**config.mk**
```make
export PLATFORM = sky130hd
export DESIGN_NAME = bcps_ctrl
export DESIGN_NICKNAME = d
export VERILOG_FILES = /design/src/hdl/bcps_pkg.sv /design/src/hdl/bcps_ctrl.sv
export SDC_FILE = /design/constraint.sdc
export NUM_CORES = 1
export LEC_CHECK = 0
export ABC_AREA = 1
export BUFFER_PORTS_ARGS = -buffer_cell sky130_fd_sc_hd__buf_2
export CORE_AREA = 8 8 45 47
export CTS_CLUSTER_DIAMETER = 80
export DETAILED_ROUTE_END_ITERATION = 10
export DIE_AREA = 0 0 53 55
export PLACE_DENSITY_LB_ADDON = 0.25
export RECOVER_POWER = 25
export SLEW_MARGIN = 10
export SYNTH_ARGS = -nofsm -noshare
export SYNTH_HDL_FRONTEND = slang
export SYNTH_SLANG_ARGS = --single-unit
```
**constraint.sdc**
```tcl
create_clock -name clk -period 2.3 [get_ports clk]
set_input_delay 0.23 -clock clk [delete_from_list [all_inputs] [get_ports clk]]
set_output_delay 0.23 -clock clk [all_outputs]
set_load 0.01 [all_outputs]
```
**src/hdl/bcps_pkg.sv**
```systemverilog
`timescale 1ns / 1ps
package bcps_pkg;

  // Search grid and number formats.
  localparam int N_COARSE     = 100;
  localparam int N_FINE       = 100;
  localparam int T_FRAC_BITS  = 16;
  localparam int TW           = T_FRAC_BITS + 1;
  localparam int CW           = 24;
  localparam int SQW          = 50;
  localparam int ROOTW        = 25;
  localparam int STEPW        = 8;

  localparam logic [TW-1:0]    T_ONE   = TW'(1) << T_FRAC_BITS;
  localparam logic [TW-1:0]    QSTEP_C = TW'((64'd1 << T_FRAC_BITS) / N_COARSE);
  localparam logic [STEPW-1:0] RSTEP_C = STEPW'((64'd1 << T_FRAC_BITS) % N_COARSE);
  localparam logic [TW-1:0]    R_SPAN  = QSTEP_C;
  localparam logic [STEPW-1:0] DIV_C   = STEPW'(N_COARSE);
  localparam logic [STEPW-1:0] DIV_F   = STEPW'(N_FINE);

  // Configuration register indexes.
  localparam logic [2:0] REG_START_X = 3'd0;
  localparam logic [2:0] REG_START_Y = 3'd1;
  localparam logic [2:0] REG_CTRL_X  = 3'd2;
  localparam logic [2:0] REG_CTRL_Y  = 3'd3;
  localparam logic [2:0] REG_END_X   = 3'd4;
  localparam logic [2:0] REG_END_Y   = 3'd5;

  typedef struct packed {
    logic signed [CW-1:0] query_x;
    logic signed [CW-1:0] query_y;
  } in_t;

  typedef struct packed {
    logic [TW-1:0]    best_param;
    logic [ROOTW-1:0] nearest_distance;
  } out_t;

  typedef struct packed {
    logic load_query;
    logic clear_best;
    logic init_coarse;
    logic fine_setup;
    logic div_step;
    logic init_fine;
    logic issue;
    logic sqrt_start;
  } ctrl_cmd_t;

  typedef struct packed {
    logic last_step;
    logic pipe_empty;
    logic div_done;
    logic sqrt_done;
  } ctrl_sts_t;

endpackage

```
**src/hdl/bcps_ctrl.sv**
```systemverilog
`timescale 1ns / 1ps
module bcps_ctrl (
  input  logic                 clk,
  input  logic                 rst_n,
  input  logic                 start,
  output logic                 busy,
  output logic                 done,
  output bcps_pkg::ctrl_cmd_t  cmd,
  input  bcps_pkg::ctrl_sts_t  sts
);
  import bcps_pkg::*;

  typedef enum logic [3:0] {
    ST_IDLE, ST_COARSE, ST_DRAIN_C, ST_FSETUP, ST_FDIV,
    ST_FINE, ST_DRAIN_F, ST_SQRT, ST_DONE
  } state_t;

  state_t state_r, state_nxt;

  // Command decode and next state.
  always_comb begin
    cmd       = '0;
    state_nxt = state_r;
    case (state_r)
      ST_IDLE: begin
        if (start) begin
          cmd.load_query  = 1'b1;
          cmd.clear_best  = 1'b1;
          cmd.init_coarse = 1'b1;
          state_nxt       = ST_COARSE;
        end
      end
      ST_COARSE: begin
        cmd.issue = 1'b1;
        if (sts.last_step) state_nxt = ST_DRAIN_C;
      end
      ST_DRAIN_C: begin
        if (sts.pipe_empty) state_nxt = ST_FSETUP;
      end
      ST_FSETUP: begin
        cmd.fine_setup = 1'b1;
        state_nxt      = ST_FDIV;
      end
      ST_FDIV: begin
        if (sts.div_done) begin
          cmd.init_fine = 1'b1;
          state_nxt     = ST_FINE;
        end else begin
          cmd.div_step = 1'b1;
        end
      end
      ST_FINE: begin
        cmd.issue = 1'b1;
        if (sts.last_step) state_nxt = ST_DRAIN_F;
      end
      ST_DRAIN_F: begin
        if (sts.pipe_empty) begin
          cmd.sqrt_start = 1'b1;
          state_nxt      = ST_SQRT;
        end
      end
      ST_SQRT: begin
        if (sts.sqrt_done) state_nxt = ST_DONE;
      end
      ST_DONE: begin
        state_nxt = ST_IDLE;
      end
      default: state_nxt = ST_IDLE;
    endcase
  end

  always_ff @(posedge clk) begin
    if (!rst_n) begin
      state_r <= ST_IDLE;
    end else begin
      state_r <= state_nxt;
    end
  end

  assign busy = (state_r != ST_IDLE);
  assign done = (state_r == ST_DONE);
endmodule

```
[Word-level counts from Yosys, hierarchy flattened]
Index checks and enable logic that the tools add are counted.
Widths: inputs -> output; s select.
Cells by class
  eq/ne operators: 15
  multiplexer cells: 17
  reduce and logical (&&, ||, !) cells: 4
Operators with widths (number)
  $pmux 4 s8: 1
  $mux 4: 7
  $eq 4x3->1 const B: 4
  $ne 2x2->1 const B: 7
  $eq 4x2->1 const B: 2
  $reduce_and 7->1: 1
  $mux 1: 6
  $mux 3: 2
  $eq 4x1->1 const B: 1
  $eq 4x4->1 const B: 1
  $logic_not 4->1: 1
  $reduce_bool 4->1: 1
  $mux 2: 1
  $reduce_or 2->1: 1
Word-level totals
  flip-flop bits (word level): 4
  input port bits: 7

[Depth between registers and ports, before layout]
Gate-level depths: netlist (run 1).
  depth in word-level cells: 3
  gate-level depth with buffers: 8
  mapped depth without buffers: 8

[Worst setup path before layout (run 1)]
OpenSTA, ideal clock, no wires.
  kind: reg-to-output
  start: reg state_r[1]
  end: out cmd[6] (netlist name)
  data arrival time: 1.085 ns
  setup slack: 0.985 ns
  cell stages (with the launch flop): 5
  path buffers: 1
  cells stage by stage: dfxtp_1 nor2_2 nand2_1 nor2_1 buf_4
RTL lines
  start: declaration: RTL line bcps_ctrl.sv:18  | state_t state_r, state_nxt;
  start signal: assignment: RTL line bcps_ctrl.sv:76  | state_r <= state_nxt;
  end: declaration: RTL line bcps_ctrl.sv:8  | output bcps_pkg::ctrl_cmd_t cmd,

==> results.txt, run 1 <==
Hold-fix buffers at CTS - 0
Final WL - 879 µm
Pwr dens - 1119 nW/µm²
Area Growth Syn to Fin - 23.26%
Max FFs per register - 4
Critical path capture point type - output port
Syn Nets - 66
Crit-path max FO - 4
Clock Path Buffers - 2
Fillcell total - 153
Async SR Flop Fraction - 0%
Synth area leader - dfxtp_1
Top cells by area, synth - dfxtp_1, inv_1, nand2_1
Initial core utilization - 27.22%
GRT overflow - 0
Max frequency - 647.1 MHz
Leak pwr - 0.0002697 µW
Hpwl dp - 746.4 µm
Drt via density - 4.185
RSZ-0062 raised after global routing - false
Initial antenna violation count - 0
Hold Crit Class - in -> reg
Clock Sinks - 4
Final ANT Viol Nets - 0
Synth Register Bits - 4
Diode count - 0
Cell total after placement - 89
Slew Viols, Final - 0
Cells after synthesis - 59
Pre-CTS setup slack - 979.4 ps
Post-synth top cells - inv_1, nand2_1, nor2_1
Max-Cap Viols - 0
Post-CTS resize count - 0
Mean Syn Cell Area - 6.383 µm²
Core area - 1384 µm²
Wirelength per Cell - 9.554 µm
PnR worst setup slack - 754.6 ps
Vias in the first global route - 377
Worst slew pin tran - 273.8 ps
Total Power - 519.5 µW
Sequential area share after synthesis - 21.26%
Post-Route Setup TNS - 0 ps
Arrival @ worst endpoint - 1320 ps
CTS H-Tree Depth - 1
Final Cycle Share - 67.19%
Chip width - 53 µm
Starting DRT DRC Count - 7
Global-route wire length before repair - 1.566 mm
Max transition margin - 81.68%
CTS Buf Count - 3
Top reg by flops - state_r
GRT Total Usage - 7.045%
Final GP Congestion - 0.7860
WS Path Type - reg -> out
Req. time, crit path - 2070 ps
Post CTS Setup Buffer Count - 0
Die Span Y - 55 µm
Synth Flop Type - dfxtp_1
Post-synth cell types - 20
Remaining DRCs - 0
Clk slew on worst S/H paths - 40 ps
Die area - 2915 µm²
Synth Cell Area - 376.6 µm²
Final nets - 85
Fin cells - 92
Post-synth EDFFs - 0
DR pass1 iterations - 3
Total number of vias - 385
Yosys warnings - 0
Port bufs - 16
Top cell type's share of synthesized area - 21.26%
Row cnt - 14
Pin count of the biggest net entering global routing - 9
Share of layout cells above drive strength 1 - 40.79%
Top Registers - state_r: 4 flops
Worst IR drop on VDD - 439.2 µV
Final setup viols - 0
CTS tree - done
Outcome - finished, final reports clean
# IOs - 17
Clk Tree Root Cell - clkbuf_4
Startpoint type of the worst setup path - flop
Min Clock Period, post-route - 1545 ps
Clock skew - 0.2149 ps
Final hold vios - 0
Reg2reg setup slack - 820 ps
Skew-Pair Late Insertion Delay - 230 ps
final timing paths:
kind | start | end | depth (start not counted)
worst max-delay path | state_r[2] | cmd[2] | 5
worst max register to register | state_r[1] | state_r[1] | 8
worst min-delay path | rst_n | state_r[0] | 3
worst min register to register | state_r[2] | state_r[2] | 2
layer usage:
| layer | track usage (%) | share of wire [%] |
|---|---|---|
| met5 | 0 | 0 |
| met4 | 7.328 | 0.57 |
| met3 | 1.337 | 11 |
| met2 | 9.766 | 43 |
| met1 | 8.649 | 45 |
placed cells by master, fill, tap and decap left out, types with 2 or more instances in the layout:
master,n
buf_2,16
nor3_1,2
nor2_1,11
clkbuf_4,3
nand3_1,4
dfxtp_1,4
inv_1,10
nor2_2,4
nand2_1,10
inv_2,2
critical path, stage by stage, from the launching register on:
cell	delay, ps
dfxtp_1	360
inv_1	60
nor2_2	170
inv_1	130
nor4_1	180
buf_2	180
cells by family (layout without fill, tap and decap cells):
logic type	Yosys count	count (layout)	synth area share (%)
AOI/OAI and AO/OA	3	3	6.646
buffers and inverters	15	32	17.28
DFF	4	4	21.26
and+or+nand+nor	37	37	54.82
cell type report:
cell class / count / area, µm² / area share (%)
inverters: 13 / 50.05 / 10.78
clock buffers: 3 / 22.52 / 4.852
well taps: 16 / 20.02 / 4.313
flip-flops and latches: 4 / 80.08 / 17.25
multi-input cells: 40 / 211.5 / 45.55
repair buffers: 16 / 80.08 / 17.25
stage by stage:
| stage | hold WS (ps) | util (%) | instance area (µm²) |
|---|---|---|---|
| after floorplan | 350.5 | - | 376.6 |
| after global placement | 495.7 | 33.36 | 461.7 |
| after detailed placement | 496.9 | 33.36 | 461.7 |
| after CTS | 249.5 | 34.99 | 484.2 |
| after global routing | 269.0 | 33.54 | 464.2 |
| final | 259.0 | 33.54 | 464.2 |
power breakdown:
| part | switching (µW) | leakage (µW) | internal [µW] |
|---|---|---|---|
| combinational | 191 | 0.000223 | 118 |
| clock | 26.8 | 0.0000138 | 58.2 |
| sequential | 35.0 | 0.0000330 | 90.7 |
| total | 253 | 0.000270 | 267 |
No activity file was read; power rests on OpenSTA's default activity.
==> inputs of run 2 (changes only) <==
Settings changed: ABC_AREA 1 to 0.
Clock period 2.3 ns to 1.6 ns, I/O delays scaled along.
==> run 2 against run 1 <==
Count of clock-buffer cells in the layout is the same. Core utilization increased by 4.3 points. Critical path depth down 1. Global-route usage grew 0.44 points. Sequential power rose by 33%. Hold slack worse by 48 ps. Sequential share of layout area shrank 1.7 points. Total power rose by 32%. Final cell count fell by 13%. Register-to-register slack got worse by 700 ps. Flip-flop and latch count is the same. Critical path type is now reg -> reg.
==> results.txt, run 2 <==
PnR worst setup slack - 116.6 ps
Synth area leader - dfxtp_1
Row cnt - 14
Arrival @ worst endpoint - 1580 ps
Area Growth Syn to Fin - 31.35%
Skew-Pair Late Insertion Delay - 230 ps
Post-Route Setup TNS - 0 ps
Max frequency - 674.1 MHz
DR pass1 iterations - 4
Synth Flop Type - dfxtp_1
Die area - 2915 µm²
Max-Cap Viols - 0
Clock Path Buffers - 2
Outcome - finished, final reports clean
Req. time, crit path - 1700 ps
Worst path max stage delay - 470 ps
Commonest non-fill, non-tap cells in the layout - buf_2, nand2_1, buf_4
Hold-fix buffers at CTS - 0
Slowest cell on crit path - nor4b_1
Top-count cell post-synth - nand2_1
Mean Syn Cell Area - 8.870 µm²
Final setup viols - 0
GRT overflow - 0
Port bufs - 16
Top reg by flops - state_r
Yosys warnings - 0
Final hold vios - 0
Hold Crit Class - in -> reg
Worst hold path depth - 3
Vias in the first global route - 357
Pin count of the biggest net entering global routing - 11
Share of layout cells above drive strength 1 - 46.88%
Slew Viols, Final - 0
Drt via density - 4.688
Final GP Congestion - 0.7347
Starting DRT DRC Count - 4
Cells after synthesis - 45
RSZ-0062 raised after global routing - false
Worst slew pin tran - 538.8 ps
Global-route wire length before repair - 1.614 mm
Total number of vias - 375
CTS Buf Count - 3
Initial antenna violation count - 0
Sequential area share after synthesis - 20.06%
Core area - 1384 µm²
Synth Cell Area - 399.1 µm²
Min Clock Period, post-route - 1483 ps
Most common cell after layout, fill and taps aside - buf_2
Wirelength per Cell - 12.23 µm
Clk slew on worst S/H paths - 40 ps
Pwr dens - 1311 nW/µm²
Synth Register Bits - 4
Remaining DRCs - 0
Crit-path cells - buf_4 -> nor4b_1 -> a2111oi_4 -> mux2i_1
Clk Tree Root Cell - clkbuf_4
Final core occ - 37.88%
Die Span Y - 55 µm
Post-synth top cells - nand2_1, dfxtp_1
Top cells by area, synth - dfxtp_1, a2111oi_4, nand2_1
Reg2reg path depth - 4
CTS H-Tree Depth - 1
Worst IR drop on VDD - 443.2 µV
Post-synth cell types - 30
Final ANT Viol Nets - 0
Max transition margin - 63.58%
Pre-CTS setup slack - 92.66 ps
Final Cycle Share - 92.71%
Final nets - 73
# IOs - 17
Syn Nets - 52
GRT Total Usage - 7.482%
Async SR Flop Fraction - 0%
Hpwl dp - 761.7 µm
Chip width - 53 µm
Crit-path max FO - 8
Startpoint type of the worst setup path - flop
Critical path capture point type - flop
WS Path Type - reg -> reg
Diode count - 0
Clock Sinks - 4
Max FFs per register - 4
Top Registers - state_r: 4 flops
Leak pwr - 0.0002402 µW
CTS tree - done
Top cell type's share of synthesized area - 20.06%
Initial core utilization - 28.84%
Final WL - 978 µm
Clock skew - 4.952 ps
Post-synth EDFFs - 0
run 2: cell types whose count changed after synthesis, moves of 2 or more:
cell,previous run,this run
inv_1,10,1
inv_2,2,0
mux2i_1,0,2
nand2_1,10,7
nand2b_1,0,2
nand3_1,3,1
nand3_4,2,0
nor2_1,10,2
nor2_2,4,1
nor3b_1,0,2
run 2: stage by stage:
| step | power, µW | hold slack, ps | area [µm²] | instances |
|---|---|---|---|---|
| global placement | 566.7 | 454.7 | 494.2 | 76 |
| finish | 687.3 | 210.7 | 524.3 | 80 |
| CTS | 695.8 | 204.6 | 516.7 | 79 |
| global route | 739.3 | 221.6 | 524.3 | 80 |
| detailed placement | 568.1 | 454.4 | 494.2 | 76 |
| floorplan | 472.9 | 305.3 | 399.1 | 45 |
run 2: repair_timing:
| item | CTS | global route |
|---|---|---|
| endpoints found under the setup margin | 0 | 1 |
| buffers inserted | 0 | 1 |
| gates resized for setup | 0 | 1 |
run 2: logic make-up (layout without fill, tap and decap cells):
logic type / after synthesis / in the layout / share of synthesized area (%)
and+or+nand+nor: 27 / 27 / 46.71
AOI/OAI and AO/OA: 4 / 4 / 14.11
muxes: 2 / 2 / 5.016
xor gates and xnor gates: 2 / 2 / 4.390
DFF: 4 / 4 / 20.06
buffers and inverters: 6 / 25 / 9.714
run 2: routing by layer:
layer / track usage, % / part of all wire (%)
met1: 8.346 / 47
met2: 11.72 / 50
met3: 1.872 / 3.0
met4: 6.466 / 0
met5: 0 / 0
run 2: path summary, 6_finish.rpt:
kind | end | from | slack (ps)
setup / recovery | state_r[2] | state_r[1] | 120
hold / removal | state_r[3] | rst_n | 210
setup reg to reg | state_r[2] | state_r[1] | 120
hold reg to reg | state_r[2] | state_r[2] | 540
run 2: area by class of cell:
| class | instances | area (µm²) |
|---|---|---|
| timing repair buffer | 21 | 116.4 |
| inverter | 1 | 3.754 |
| clock buffer | 3 | 22.52 |
| multi-input combinational | 35 | 280.3 |
| fill | 154 | 859.6 |
| sequential | 4 | 81.33 |
| tap | 16 | 20.02 |
run 2: worst max-delay path, delay by kind of cell (launching register included):
family | cells | cell delay, ps
buffers and inverters | 1 | 200
AOI/OAI and AO/OA | 1 | 110
and+or+nand+nor | 1 | 470
DFF | 1 | 430
muxes | 1 | 140
run 2: power breakdown:
group / total (µW) / switching [µW] / internal, µW
Sequential: 168 / 45.7 / 122
Combinational: 397 / 189 / 208
Clock: 122 / 38.7 / 83.7
Total: 687 / 274 / 414
